==> src/hw/rtl/tfc_pkg.sv <==
// Shared types, register indexes and reset constants for the trouble flash-code LED block.
`timescale 1ns / 1ps

package tfc_pkg;

  localparam int unsigned TimeW = 16;
  localparam int unsigned CodeW = 3;
  localparam int unsigned IdxW  = 2;

  localparam logic [TimeW-1:0] ON_TIME_RST    = 16'd500;
  localparam logic [TimeW-1:0] GAP_TIME_RST   = 16'd250;
  localparam logic [TimeW-1:0] PAUSE_TIME_RST = 16'd10000;

  typedef enum logic [IdxW-1:0] {
    REG_ON_TIME    = 2'd0,
    REG_GAP_TIME   = 2'd1,
    REG_PAUSE_TIME = 2'd2
  } reg_idx_t;

  typedef enum logic [1:0] {
    SEL_ON    = 2'd0,
    SEL_GAP   = 2'd1,
    SEL_PAUSE = 2'd2
  } sel_t;

  typedef struct packed {
    logic any_trouble;
    logic heat_det_one;
    logic heat_det_two;
    logic manual_switch;
    logic actuator_fault;
    logic primary_power;
    logic secondary_power;
    logic pressure_switch;
  } flags_t;

  typedef struct packed {
    logic [TimeW-1:0] on_time;
    logic [TimeW-1:0] gap_time;
    logic [TimeW-1:0] pause_time;
  } cfg_t;

  typedef struct packed {
    logic             led_on;
    logic             buzzer_flag;
    logic [CodeW-1:0] trouble_code;
  } result_t;

endpackage

==> src/hw/rtl/trouble_flash_code_led.sv <==
// Top level of the trouble flash-code LED generator: ports, registers, word staging.
//
// Each input word is one millisecond tick carrying the trouble flags. Every accepted
// word produces exactly one result word: the LED drive level, the buzzer flag and
// the latched trouble code after that tick.
// Both channels use valid and stall; a word moves at a rising edge with valid high
// and stall low. The input word is captured in an input register, the tick update
// runs between that register and the output register, and the result of a word is
// presented from the output register once both registers have advanced past it.
// One word is taken every cycle while the output side is not stalled; the rate is
// set by the single update stage.
// When the receiver stalls with a result waiting, the output register and the input
// register hold and in_stall is raised until the result is taken.
// Configuration writes on cfg_we, cfg_index and cfg_data are taken at once and
// should be made only while no word is in flight; an index beyond the last register
// is ignored.
// Synchronous reset loads on time 500, gap time 250 and pause time 10000, clears the
// sequencer state and empties both registers.
`timescale 1ns / 1ps

module trouble_flash_code_led (
  input  logic                      clk,
  input  logic                      rst_n,
  input  logic                      in_valid,
  output logic                      in_stall,
  input  logic                      in_any_trouble,
  input  logic                      in_heat_det_one,
  input  logic                      in_heat_det_two,
  input  logic                      in_manual_switch,
  input  logic                      in_actuator_fault,
  input  logic                      in_primary_power,
  input  logic                      in_secondary_power,
  input  logic                      in_pressure_switch,
  output logic                      out_valid,
  input  logic                      out_stall,
  output logic                      out_led_on,
  output logic                      out_buzzer_flag,
  output logic [tfc_pkg::CodeW-1:0] out_trouble_code,
  input  logic                      cfg_we,
  input  logic [tfc_pkg::IdxW-1:0]  cfg_index,
  input  logic [tfc_pkg::TimeW-1:0] cfg_data
);
  import tfc_pkg::*;

  cfg_t    cfg_r;
  flags_t  flags_r;
  logic    in_valid_r;
  result_t res;
  result_t out_r;
  logic    out_valid_r;
  logic    adv;

  assign adv      = !out_valid_r || !out_stall;
  assign in_stall = !adv;

  always_ff @(posedge clk) begin
    if (!rst_n) begin
      cfg_r.on_time    <= ON_TIME_RST;
      cfg_r.gap_time   <= GAP_TIME_RST;
      cfg_r.pause_time <= PAUSE_TIME_RST;
    end else if (cfg_we) begin
      case (reg_idx_t'(cfg_index))
        REG_ON_TIME:    cfg_r.on_time    <= cfg_data;
        REG_GAP_TIME:   cfg_r.gap_time   <= cfg_data;
        REG_PAUSE_TIME: cfg_r.pause_time <= cfg_data;
        default:        ;
      endcase
    end
  end

  always_ff @(posedge clk) begin
    if (!rst_n) begin
      in_valid_r  <= 1'b0;
      out_valid_r <= 1'b0;
    end else if (adv) begin
      in_valid_r  <= in_valid;
      out_valid_r <= in_valid_r;
    end
  end

  always_ff @(posedge clk) begin
    if (adv) begin
      flags_r.any_trouble     <= in_any_trouble;
      flags_r.heat_det_one    <= in_heat_det_one;
      flags_r.heat_det_two    <= in_heat_det_two;
      flags_r.manual_switch   <= in_manual_switch;
      flags_r.actuator_fault  <= in_actuator_fault;
      flags_r.primary_power   <= in_primary_power;
      flags_r.secondary_power <= in_secondary_power;
      flags_r.pressure_switch <= in_pressure_switch;
      out_r                   <= res;
    end
  end

  tfc_engine u_engine (
    .clk   (clk),
    .rst_n (rst_n),
    .step  (adv && in_valid_r),
    .flags (flags_r),
    .cfg   (cfg_r),
    .res   (res)
  );

  assign out_valid        = out_valid_r;
  assign out_led_on       = out_r.led_on;
  assign out_buzzer_flag  = out_r.buzzer_flag;
  assign out_trouble_code = out_r.trouble_code;

endmodule

==> src/hw/rtl/tfc_engine.sv <==
// Flash sequencer state and the per-tick update of LED, buzzer and latched code.
`timescale 1ns / 1ps

module tfc_engine (
  input  logic             clk,
  input  logic             rst_n,
  input  logic             step,
  input  tfc_pkg::flags_t  flags,
  input  tfc_pkg::cfg_t    cfg,
  output tfc_pkg::result_t res
);
  import tfc_pkg::*;

  logic             led_r, led_nxt;
  logic [CodeW-1:0] flash_cnt_r, flash_cnt_nxt;
  sel_t             sel_r, sel_nxt;
  logic [TimeW-1:0] elapsed_r, elapsed_nxt;
  logic             buzzer_r, buzzer_nxt;
  logic [CodeW-1:0] code_r, code_nxt;

  logic [TimeW-1:0] elapsed_inc;
  logic [TimeW-1:0] interval;
  logic [CodeW-1:0] enc;
  logic [CodeW-1:0] code;

  always_comb begin
    if (flags.heat_det_one) begin
      enc = 3'd1;
    end else if (flags.heat_det_two) begin
      enc = 3'd2;
    end else if (flags.manual_switch) begin
      enc = 3'd3;
    end else if (flags.actuator_fault) begin
      enc = 3'd4;
    end else if (flags.primary_power) begin
      enc = 3'd5;
    end else if (flags.secondary_power) begin
      enc = 3'd6;
    end else if (flags.pressure_switch) begin
      enc = 3'd7;
    end else begin
      enc = 3'd0;
    end
  end

  always_comb begin
    case (sel_r)
      SEL_GAP:   interval = cfg.gap_time;
      SEL_PAUSE: interval = cfg.pause_time;
      default:   interval = cfg.on_time;
    endcase
  end

  assign elapsed_inc = (elapsed_r != {TimeW{1'b1}}) ? elapsed_r + 1'b1 : elapsed_r;
  assign code        = flags.any_trouble ? enc : '0;

  always_comb begin
    led_nxt       = led_r;
    flash_cnt_nxt = flash_cnt_r;
    sel_nxt       = sel_r;
    elapsed_nxt   = elapsed_inc;
    buzzer_nxt    = buzzer_r;
    code_nxt      = code_r;
    if (!flags.any_trouble) begin
      code_nxt = '0;
    end else if (code != '0) begin
      code_nxt = code;
    end
    if (code == '0) begin
      flash_cnt_nxt = '0;
      sel_nxt       = SEL_GAP;
    end else if (elapsed_inc >= interval) begin
      if (flash_cnt_r < code) begin
        if (led_r) begin
          sel_nxt = SEL_GAP;
        end else begin
          sel_nxt       = SEL_ON;
          flash_cnt_nxt = flash_cnt_r + 1'b1;
        end
        buzzer_nxt = 1'b0;
      end else begin
        flash_cnt_nxt = '0;
        sel_nxt       = SEL_PAUSE;
        buzzer_nxt    = 1'b1;
      end
      led_nxt     = ~led_r;
      elapsed_nxt = '0;
    end
  end

  always_comb begin
    res.led_on       = (code != '0) ? led_nxt : 1'b0;
    res.buzzer_flag  = buzzer_nxt;
    res.trouble_code = code_nxt;
  end

  always_ff @(posedge clk) begin
    if (!rst_n) begin
      led_r       <= 1'b0;
      flash_cnt_r <= '0;
      sel_r       <= SEL_ON;
      elapsed_r   <= '0;
      buzzer_r    <= 1'b0;
      code_r      <= '0;
    end else if (step) begin
      led_r       <= led_nxt;
      flash_cnt_r <= flash_cnt_nxt;
      sel_r       <= sel_nxt;
      elapsed_r   <= elapsed_nxt;
      buzzer_r    <= buzzer_nxt;
      code_r      <= code_nxt;
    end
  end

endmodule

==> config.mk <==
export PLATFORM = sky130hd
export DESIGN_NAME = trouble_flash_code_led
export DESIGN_NICKNAME = d
export VERILOG_FILES = /design/src/hw/rtl/tfc_pkg.sv /design/src/hw/rtl/trouble_flash_code_led.sv /design/src/hw/rtl/tfc_engine.sv
export SDC_FILE = /design/constraint.sdc
export NUM_CORES = 1
export LEC_CHECK = 0
export ABC_AREA = 1
export BUFFER_PORTS_ARGS = -buffer_cell sky130_fd_sc_hd__clkbuf_2
export CORE_AREA = 4 4 140 75
export DETAILED_ROUTE_END_ITERATION = 10
export DIE_AREA = 0 0 144 79
export PLACE_DENSITY = 0.67
export REMOVE_ABC_BUFFERS = 1
export SYNTH_ARGS = -nofsm -noshare
export SYNTH_HDL_FRONTEND = slang
export SYNTH_SLANG_ARGS = --single-unit
==> constraint.sdc <==
create_clock -name clk -period 5 [get_ports clk]
set_input_delay 0 -clock clk [delete_from_list [all_inputs] [get_ports clk]]
set_output_delay 0 -clock clk [all_outputs]
set_load 0.01 [all_outputs]
== Word-level counts from Yosys, hierarchy flattened ==
Index checks and enable logic that the tools add are counted.
Operators by class
  mux-type cells: 27
  divide/modulo/power cells: 0
  $mul: 0
  bitwise gates (word level): 1
  reductions and logical operators: 14
  equal/unequal tests: 6
  add/subtract/negate cells: 2
  order comparisons: 2
  shift operators: 0
Operators by type and width (count)
  $mux W16: 3
  $mux W3: 14
  $pmux W16 S2: 1
  $add A16 B1 Y16 const B: 1
  $ge A16 B16 Y1: 1
  $ne A16 B16 Y1 const B: 1
  $reduce_and A2 Y1: 4
  $mux W1: 6
  $mux W2: 3
  $eq A2 B1 Y1 const B: 2
  $eq A2 B2 Y1 const B: 2
  $add A3 B1 Y3 const B: 1
  $logic_not A1 Y1: 3
  $logic_not A3 Y1: 1
  $lt A3 B3 Y1: 1
  $ne A3 B3 Y1 const B: 1
  $reduce_and A3 Y1: 1
  $reduce_bool A3 Y1: 1
  $logic_not A2 Y1: 1
  $reduce_bool A2 Y1: 1
  $logic_and A1 B1 Y1: 1
  $logic_or A1 B1 Y1: 1
  $not A1 Y1: 1
Storage, ports and cells
  memories kept: 0
  flip-flop bits (word level): 89
  output and inout port bits: 7
  bits in latches: 0
  memory bits (read-only): 0
  memory bits (writable): 0

== Logic depth before layout (Yosys ltp) ==
Gate-level depths: netlist of run 1.
  depth after elaboration: 12
  mapped depth: 23
  gate-level depth less buffers: 22

== Cells and area by module ==
Synthesis of run 1 repeated with hierarchy kept, for this count alone.
Unflattened totals
  cells, all modules: 679
  area, all modules: 4804.6 um2
Modules (own cells, without submodules)
  tfc_engine: area each 2414.8 um2, sequential area each 520.5 um2, cells each 377, times used 1
  trouble_flash_code_led: area each 2389.8 um2, sequential area each 1391.3 um2, cells each 302, times used 1

== Worst setup path before layout of run 1 ==
No wires, ideal clock.
  kind: flip-flop to flip-flop
  from: reg u_engine.elapsed_r[0]
  to: reg u_engine.elapsed_r[12]
  path buffers: 1
  arrival time: 2703 ps
  setup time: 71 ps
  clock period less this slack: 2773 ps
  path slack: 2227 ps
  cell stages (with the launch flop): 21
  path through: dfxtp_1 > ha_1 > inv_1 > nor3_4 > nand4_2 > inv_2 > nor2_2 > xor2_2 > ha_1 > nand2_1 > inv_1 > nand2_1 > a21oi_1 > nor2_1 > nand3_1 > nand2_2 > inv_2 > nor2_4 > buf_4 > nand2_1 > a21oi_1
Between the ends
  word-level cells in the longest chain between the ends: 5
  elaborated cells on any way between the ends: 6
RTL lines
  start, declared: RTL line tfc_engine.sv:17  | logic [TimeW-1:0] elapsed_r, elapsed_nxt;
  start signal, assigned: RTL line tfc_engine.sv:109  | elapsed_r <= elapsed_nxt;
  $add A16 B1 Y16 / $ne A16 B16 Y1 (equally long branches): RTL line tfc_engine.sv:54  | assign elapsed_inc = (elapsed_r != {TimeW{1'b1}}) ? elapsed_r + 1'b1 : elapsed_r;
  $mux W16 *: RTL line tfc_engine.sv:54
  $ge A16 B16 Y1: RTL line tfc_engine.sv:72  | end else if (elapsed_inc >= interval) begin
  $mux W16: RTL line tfc_engine.sv:72
  $mux W16 *: RTL line tfc_engine.sv:69  | if (code == '0) begin
Mark *: on every way between the ends. The rest lies on a longest branch, timed or not.
A chain may end at the register's enable or synchronous reset.

== Final worst setup path of run 1 ==
  from: reg u_engine.sel_r[0]
  to: reg u_engine.elapsed_r[12]
Between the ends
  word-level cells in the longest chain between the ends: 5
  elaborated cells on any way between the ends: 6
RTL lines
  start, declared: RTL line tfc_engine.sv:16  | sel_t sel_r, sel_nxt;
  start signal, assigned: RTL line tfc_engine.sv:108  | sel_r <= sel_nxt;
  $eq A2 B2 Y1 / $eq A2 B1 Y1 (equally long branches): RTL line tfc_engine.sv:47  | case (sel_r)
  $pmux W16 S2 *: RTL line tfc_engine.sv:47
  $ge A16 B16 Y1 *: RTL line tfc_engine.sv:72
  $mux W16 *: RTL line tfc_engine.sv:72
  $mux W16 *: RTL line tfc_engine.sv:69
Marks and branches as above.

==> impl_table.tex, run 1 <==
\begin{tabular}{lr}
\hline
Metric & Value \\
\hline
\multicolumn{2}{l}{\textbf{CTS}} \\
\quad Worst-path clk slew & 0.07 ns \\
\quad Number of gates resized after cts & 0 \\
\quad Hold-fix buffer count after cts & 25 \\
\quad Clk\_lat worst skew & 0.34 ns \\
\quad CTS Sinks & just under 90 \\
\quad Clock root buffer & clkbuf\_16 \\
\quad TritonCTS clock tree & done \\
\quad Number of buffers added for setup after CTS & 0 \\
\quad Clock buffer count from CTS & 9 \\
\quad H-tree lvl count & 3 \\
\quad Maximum buffer depth of the clock tree & 2 \\
\multicolumn{2}{l}{\textbf{Global routing}} \\
\quad Number of global-route vias before repair & 3,939 \\
\quad All-Layer GR Usage & 0.219 \\
\quad Number of antenna violations at the first check in global routing & 0 \\
\quad Grt ovf & 0 \\
\quad First-pass GRT wire length & 19,500 µm \\
\quad Maximum number of pins on one net before global-route repair & 51 \\
\multicolumn{2}{l}{\textbf{Routing}} \\
\quad Detailed Routing Iterations Pass 1 & 5 \\
\quad Via-per-instance ratio & 5.34 \\
\quad Post-route antenna net violation count & 0 \\
\quad Routed length per instance & 15.0 µm \\
\quad Number of vias in the routed layout & around 4,300 \\
\quad Drc violations & 0 \\
\quad Number of design-rule violations left by the first detailed-router iteration & roughly 360 \\
\quad Total wirelength of the detailed-routed design & around 12,000 µm \\
\multicolumn{2}{l}{\textbf{STA}} \\
\quad Peak Freq & 0.282 GHz \\
\quad Tmin final & 3.54 ns \\
\quad Crit share post-route & 0.708 \\
\quad Post-Route Setup TNS & 0 ns \\
\quad Worst slew margin relative to its limit & 0.323 \\
\quad Number of endpoints with negative hold slack in the final report & 0 \\
\quad RSZ-0062 raised after global routing & false \\
\quad Max Clock Skew & 0.00624 ns \\
\quad Slew at the pin closest to its max-slew limit & slightly above 1 ns \\
\quad Slew Limit Fails & 0 \\
\quad Total setup violations reported at the end of the flow & 0 \\
\multicolumn{2}{l}{\textbf{Worst setup path}} \\
\quad Worst Setup SP & u\_engine.sel\_r[0] \\
\quad End of the critical path & u\_engine.elapsed\_r[12] \\
\quad CP Launch Type & flop \\
\quad Element type at the critical path end & flop \\
\quad Reg-to-reg critical path endpoint & u\_engine.elapsed\_r[12] \\
\quad Critical path data required time & 5.25 ns \\
\quad R2R cell count & 16 \\
\quad Start-to-end type of the worst setup path & reg2reg \\
\quad R2R Path Start & u\_engine.sel\_r[0] \\
\quad Setup slack of the worst register-to-register path & 1.46 ns \\
\quad Worst-path fanout max & 17 \\
\quad Worst endpoint data arrival time & 3.79 ns \\
\multicolumn{2}{l}{\textbf{Pwr}} \\
\quad Total power per unit cell area & $\sim$310 nW/µm² \\
\quad Sequential share of power & 0.466 \\
\quad Share of total power in the clock network & 0.416 \\
\quad Net switching fraction of the power & 0.260 \\
\quad Net switching power & 0.435 mW \\
\quad Static Leak & $\sim$2.5 nW \\
\quad Total design power & roughly 1.7 mW \\
\quad Maximum VDD drop & 224 µV \\
\quad Power Internal & approximately 1.2 mW \\
\quad Combinational share of power & 0.118 \\
\multicolumn{2}{l}{\textbf{Layout}} \\
\quad Filler cells & 857 \\
\quad Ant. Diodes & 0 \\
\quad Most frequent standard cell in the layout excluding fill and tap cells & nand2\_1 \\
\quad Post-synthesis to final-layout area growth & 18.1\% \\
\quad Final design area excluding fillers & 5340 µm² \\
\quad Final cell count without fillers & 796 \\
\quad Fraction of layout cells with a size suffix above 1 & 0.117 \\
\quad Net count, final & about 720 \\
\quad Top library cells by usage in the layout, fill and taps aside & nand2\_1, dfxtp\_1, nor2\_1 \\
\quad Fin util & 0.578 \\
\multicolumn{2}{l}{\textbf{Synthesis}} \\
\quad Mapped Area & $\sim$4500 µm² \\
\quad Number of warnings reported in the yosys synthesis log & 0 \\
\quad Synth Register Bits & between 80 and 90 \\
\quad Sequential cell area fraction in the yosys report & 0.423 \\
\quad Count of different cell masters after synthesis & 33 \\
\quad Syn Area/Cell & 7.31 µm² \\
\quad Number of instances in the synthesized netlist & 618 \\
\multicolumn{2}{l}{\textbf{Floorplanning}} \\
\quad Initial core utilization & 0.490 \\
\quad Die footprint & about 11,000 µm² \\
\quad Die height & about 80 µm \\
\quad Row count & 25 \\
\quad Floorplan Core Area & a little over 9000 µm² \\
\quad Die X & about 140 µm \\
\quad IO Pins & 38 \\
\multicolumn{2}{l}{\textbf{Run}} \\
\quad Maxcap violations & 0 \\
\multicolumn{2}{l}{\textbf{Placement}} \\
\quad DP HPWL & about 8600 µm \\
\quad Port-buffer cells & 37 \\
\quad Placed Instances & between 700 and 800 \\
\quad Standard cell area after detailed placement & 4780 µm² \\
\quad Final weighted congestion of routability-driven global placement & around 0.89 \\
\multicolumn{2}{l}{\textbf{Min path}} \\
\quad Classification of the worst-slack hold path & in2reg \\
\multicolumn{2}{l}{\textbf{Outcome}} \\
\quad Run status & finished, final reports clean \\
\hline
\end{tabular}
-- power groups by stage --
| stage | Clock [mW] | Combinational (mW) | Sequential, mW |
|---|---|---|---|
| floorplan | 0 | 0.114 | 0.790 |
| global placement | 0 | 0.172 | 0.795 |
| detailed placement | 0 | 0.179 | 0.795 |
| CTS | 0.704 | 0.195 | 0.780 |
| global route | 0.734 | 0.223 | 0.783 |
| finish | 0.695 | 0.197 | 0.780 |
-- metal layers --
metal	part of all wire	global-route usage	vias to the layer above
met2	0.39	0.295	153
met3	0.088	0.0626	9
met1	0.51	0.338	1958
met5	0	0	-
li1	-	-	2133
met4	0.011	0.0508	0
-- area by class of cell --
| class | instances | area [µm²] | share of cell area |
|---|---|---|---|
| clock inverters | 5 | 62.6 | 0.0117 |
| clock buffers | 11 | 243 | 0.0455 |
| inverters | 63 | 236 | 0.0443 |
| multi-input cells | 443 | 2280 | 0.427 |
| well taps | 121 | 151 | 0.0284 |
| flip-flops and latches | 89 | 1910 | 0.358 |
| repair buffers | 64 | 450 | 0.0844 |
-- through the flow --
stage	setup slack [ns]	hold WS (ns)
after detailed placement	1.54	0.179
final	1.46	0.179
after floorplan	2.24	0.0841
after global routing	1.10	0.167
after CTS	1.51	0.159
after global placement	1.65	0.178
-- cells in the mapped netlist --
library cell  instances  area (µm²)
nand2_1             163         612
dfxtp_1              76        1520
nor2_1               67         251
a21oi_1              57         285
inv_1                56         210
o21ai_0              46         230
nand3_1              34         170
ha_1                 22         275
clkbuf_1             21        78.8
edfxtp_1             13         390
o2bb2ai_1            10        87.6
inv_2                 6        22.5
nand4_1               6        37.5
nor2_2                5        31.3
nor3_1                5        25.0
xor2_1                5        43.8
a21oi_2               4        35.0
a221o_1               2        20.0
nand2_2               2        12.5
nand4_2               2        25.0
nor3_4                2        32.5
nor4_1                2        12.5
xnor2_1               2        17.5
a21o_1                1        7.51
buf_2                 1        5.00
buf_4                 1        7.51
clkinv_1              1        3.75
nand3_2               1        10.0
nand3_4               1        17.5
nor2_4                1        11.3
o21ai_1               1        5.00
o31ai_1               1        7.51
xor2_2                1        16.3
-- kinds of logic after synthesis --
kind of cell / Yosys count / share of synthesized area
buf+inv: 86 / 0.0725
compound gates: 122 / 0.150
xor+xnor: 8 / 0.0172
simple gates: 291 / 0.276
flops: 89 / 0.423
fa+ha+maj: 22 / 0.0609
-- state kept, by name, indices dropped and copies added, names as in the netlist --
name / cells
in_valid_r: 1
out_led_on: 1
u_engine.code_r: 3
u_engine.elapsed_r: 16
u_engine.led_r: 1
flags_r: 8
u_engine.buzzer_r: 1
u_engine.flash_cnt_r: 3
out_trouble_code: 3
cfg_r: 48
u_engine.sel_r: 2
out_valid: 1
out_buzzer_flag: 1
-- worst min path at each step --
stage | startpoint | endpoint | slack [ns] | depth (start not counted)
finish | cfg_index[0] | cfg_r[39] | 0.18 | 5
global route | cfg_index[0] | cfg_r[36] | 0.17 | 5
CTS | cfg_index[0] | cfg_r[39] | 0.16 | 5
detailed placement | in_primary_power | flags_r[2] | 0.18 | 1
global placement | in_pressure_switch | flags_r[0] | 0.18 | 1
floorplan | rst_n | cfg_r[10] | 0.08 | 1
-- worst max-delay path, cell delays in order (launching register included) --
cell and delay [ns]:
dfxtp_1 0.35, inv_1 0.05, ha_1 0.64, inv_1 0.42, o21ai_0 0.31, ha_1 0.28
nand2_1 0.06, inv_1 0.04, o21ai_0 0.13, nand2_1 0.06, nor2_1 0.19, nand3_1 0.12
nand2_2 0.11, inv_2 0.07, nor2_4 0.33, nand2_1 0.11, a21oi_1 0.14
Power figures use the tool's default switching activity.
==> run 2: changes to the inputs <==
--- a/config.mk
+++ b/config.mk
@@ -10,7 +10,7 @@
 export CORE_AREA = 4 4 140 75
 export DETAILED_ROUTE_END_ITERATION = 10
 export DIE_AREA = 0 0 144 79
-export PLACE_DENSITY = 0.67
+export PLACE_DENSITY = 0.7
 export REMOVE_ABC_BUFFERS = 1
 export SYNTH_ARGS = -nofsm -noshare
 export SYNTH_HDL_FRONTEND = slang
==> constraint.sdc (replaced) <==
create_clock -name clk -period 2.9 [get_ports clk]
set_input_delay 0 -clock clk [delete_from_list [all_inputs] [get_ports clk]]
set_output_delay 0 -clock clk [all_outputs]
set_load 0.01 [all_outputs]
==> run 2 against run 1 <==
The run now ends with negative setup slack left. Global-route usage grew 1.1 points. First-iteration DRC count grew 8.2%. Cell count grew 7.4%. Clock-buffer cell count shrank 2. Die area is the same. Clock power grew 53%. Clock skew grew 0.0013 ns. Sequential cell count is the same. Non-clock buffer count grew 59. Sequential share of layout area shrank 4.9 points. Critical path type unchanged. Highest routed layer unchanged.
==> impl_table.tex, run 2 (synthesis gave the netlist of run 1 again) <==
\begin{tabular}{lr}
\hline
Metric & Value \\
\hline
\multicolumn{2}{l}{\textbf{Worst setup path}} \\
\quad Gate family responsible for the most delay along the worst path & simple AND/OR/NAND/NOR gates \\
\quad Setup slack of the worst register-to-register path & -0.08 ns \\
\quad Start-to-end type of the worst setup path & reg2reg \\
\quad Sum of buffers and inverters on the critical path & 5 \\
\quad Slowest cell on crit path & dfxtp\_4 \\
\quad Element type at the critical path end & flop \\
\quad Critical path data required time & approximately 3.2 ns \\
\quad Worst-path fanout max & 7 \\
\quad CP max stage delay & around 0.39 ns \\
\quad CP cell instances & inv\_4, nor3\_4, nand2\_1, nor2\_2, nand3\_4, buf\_6, nor2\_4, xor2\_2, ha\_1, nand2\_1, inv\_2, nand2\_1, a21oi\_2, nor2\_4, nand3\_2, nand2\_2, inv\_2, nor2\_4, clkbuf\_16, nand2\_2, a21oi\_2 \\
\quad CP Launch Type & flop \\
\quad Worst endpoint data arrival time & 3.26 ns \\
\multicolumn{2}{l}{\textbf{Global routing}} \\
\quad Number of antenna violations at the first check in global routing & 0 \\
\quad Grt ovf & 0 \\
\quad First-pass GRT wire length & 20,400 µm \\
\quad Number of global-route vias before repair & 4,092 \\
\quad All-Layer GR Usage & 0.230 \\
\quad Maximum number of pins on one net before global-route repair & 50 \\
\multicolumn{2}{l}{\textbf{STA}} \\
\quad RSZ-0062 raised after global routing & true \\
\quad Worst slew margin relative to its limit & 0.500 \\
\quad Max Clock Skew & $\sim$0.0075 ns \\
\quad Peak Freq & roughly 0.34 GHz \\
\quad Slew at the pin closest to its max-slew limit & 0.749 ns \\
\quad Slew Limit Fails & 0 \\
\quad Min Hold Slack & 0.0634 ns \\
\quad Crit share post-route & 1.03 \\
\quad Number of endpoints with negative hold slack in the final report & 0 \\
\quad Tmin final & 2.98 ns \\
\quad Total setup violations reported at the end of the flow & 17 \\
\quad Post-layout worst setup margin & -0.0753 ns \\
\multicolumn{2}{l}{\textbf{Run}} \\
\quad Maxcap violations & 0 \\
\multicolumn{2}{l}{\textbf{Layout}} \\
\quad Most flop-heavy register & cfg\_r \\
\quad Net count, final & 782 \\
\quad Fraction of layout cells with a size suffix above 1 & 0.287 \\
\quad Filler cells & 735 \\
\quad Top library cells by usage in the layout, fill and taps aside & nand2\_1, dfxtp\_1, nor2\_1 \\
\quad Final cell count without fillers & 855 \\
\quad Final design area excluding fillers & 6220 µm² \\
\quad Ant. Diodes & 0 \\
\quad Max FFs per register & 48 \\
\quad Post-synthesis to final-layout area growth & 37.7\% \\
\quad Leading registers by flop count & cfg\_r (48), u\_engine.elapsed\_r (16), flags\_r (8) \\
\quad Most frequent standard cell in the layout excluding fill and tap cells & nand2\_1 \\
\multicolumn{2}{l}{\textbf{CTS}} \\
\quad TritonCTS clock tree & done \\
\quad Clock buffer count from CTS & 9 \\
\quad Maximum buffer depth of the clock tree & 2 \\
\quad H-tree lvl count & 3 \\
\quad Clk\_lat worst skew & 0.35 ns \\
\quad Worst-path clk slew & about 0.06 ns \\
\quad CTS Sinks & 89 \\
\quad Clock root buffer & clkbuf\_16 \\
\multicolumn{2}{l}{\textbf{Pwr}} \\
\quad Total power per unit cell area & 455 nW/µm² \\
\quad Static Leak & 2.94 nW \\
\quad Maximum VDD drop & 363 µV \\
\multicolumn{2}{l}{\textbf{Floorplanning}} \\
\quad Row count & 25 \\
\quad Floorplan Core Area & 9230 µm² \\
\quad IO Pins & 38 \\
\quad Die footprint & around 11,000 µm² \\
\quad Initial core utilization & 0.490 \\
\quad Die height & 79 µm \\
\quad Die X & 144 µm \\
\multicolumn{2}{l}{\textbf{Routing}} \\
\quad Post-route antenna net violation count & 0 \\
\quad Detailed Routing Iterations Pass 1 & 5 \\
\quad Via-per-instance ratio & 5.38 \\
\quad Number of design-rule violations left by the first detailed-router iteration & between 300 and 400 \\
\quad Number of vias in the routed layout & 4,598 \\
\quad Drc violations & 0 \\
\quad Routed length per instance & between 15 and 20 µm \\
\quad Total wirelength of the detailed-routed design & 13,700 µm \\
\multicolumn{2}{l}{\textbf{Placement}} \\
\quad Placed Instances & 790 \\
\quad Final weighted congestion of routability-driven global placement & approximately 0.94 \\
\quad Pre-CTS setup slack & -0.144 ns \\
\quad DP HPWL & 8960 µm \\
\quad Standard cell area after detailed placement & 5070 µm² \\
\quad Port-buffer cells & 37 \\
\multicolumn{2}{l}{\textbf{Min path}} \\
\quad Classification of the worst-slack hold path & in2reg \\
\multicolumn{2}{l}{\textbf{Outcome}} \\
\quad Violated checks & negative setup slack \\
\quad Run status & complete, but fails checks \\
\hline
\end{tabular}
==> run 2: worst paths after layout <==
check | end | depth (start not counted) | start
worst max-delay path | u_engine.elapsed_r[5] | 21 | u_engine.elapsed_r[1]
worst min-delay path | cfg_r[2] | 3 | rst_n
worst max register to register | u_engine.elapsed_r[5] | 21 | u_engine.elapsed_r[1]
worst min register to register | cfg_r[1] | 2 | cfg_r[1]
==> run 2: metrics by stage <==
| stage | TNS, ns | utilization | power, mW |
|---|---|---|---|
| after floorplan | 0 | - | 1.56 |
| after global placement | -1.32 | 0.549 | 1.69 |
| after detailed placement | -2.49 | 0.549 | 1.70 |
| after CTS | 0 | 0.618 | 2.77 |
| after global routing | -5.04 | 0.675 | 2.95 |
| final | -0.688 | 0.675 | 2.83 |
==> run 2: cell type report <==
class	instances	area (µm²)	share of cell area
multi-input cells	443	2690	0.432
flip-flops and latches	89	1930	0.310
repair buffers	123	951	0.153
inverters	63	241	0.0388
clock buffers	9	225	0.0362
well taps	121	151	0.0243
clock inverters	7	37.5	0.00603
==> run 2: power breakdown <==
part | total [mW] | internal, mW | switching (mW) | leakage, nW
clock | 1.06 | 0.570 | 0.486 | 0.129
combinational | 0.434 | 0.173 | 0.261 | 2.04
sequential | 1.34 | 1.31 | 0.0327 | 0.766
==> run 2: metal layers <==
| metal | share of wire | track usage | up-vias |
|---|---|---|---|
| li1 | - | - | 2252 |
| met1 | 0.47 | 0.352 | 2143 |
| met2 | 0.42 | 0.317 | 185 |
| met3 | 0.089 | 0.0566 | 18 |
| met4 | 0.014 | 0.0620 | 0 |
| met5 | 0 | 0 | - |
==> run 2: timing repair <==
action	in CTS	in global routing
endpoints found under the hold margin	57	0
cloned	0	1
buffers inserted	13	10
hold buffers	25	0
endpoints found under the setup margin	25	25
gates resized for setup	8	108
pin swaps	5	42
==> run 2: worst reg2reg max path, stage by stage (launching register included) <==
cell and delay, ns:
dfxtp_4 0.39, inv_4 0.06, nor3_4 0.18, nand2_1 0.08, nor2_2 0.15, nand3_4 0.14, buf_6 0.15, nor2_4 0.09
xor2_2 0.17, ha_1 0.28, nand2_1 0.09, inv_2 0.05, nand2_1 0.08, a21oi_2 0.07, nor2_4 0.12, nand3_2 0.08
nand2_2 0.07, inv_2 0.06, nor2_4 0.18, clkbuf_16 0.22, nand2_2 0.07, a21oi_2 0.13
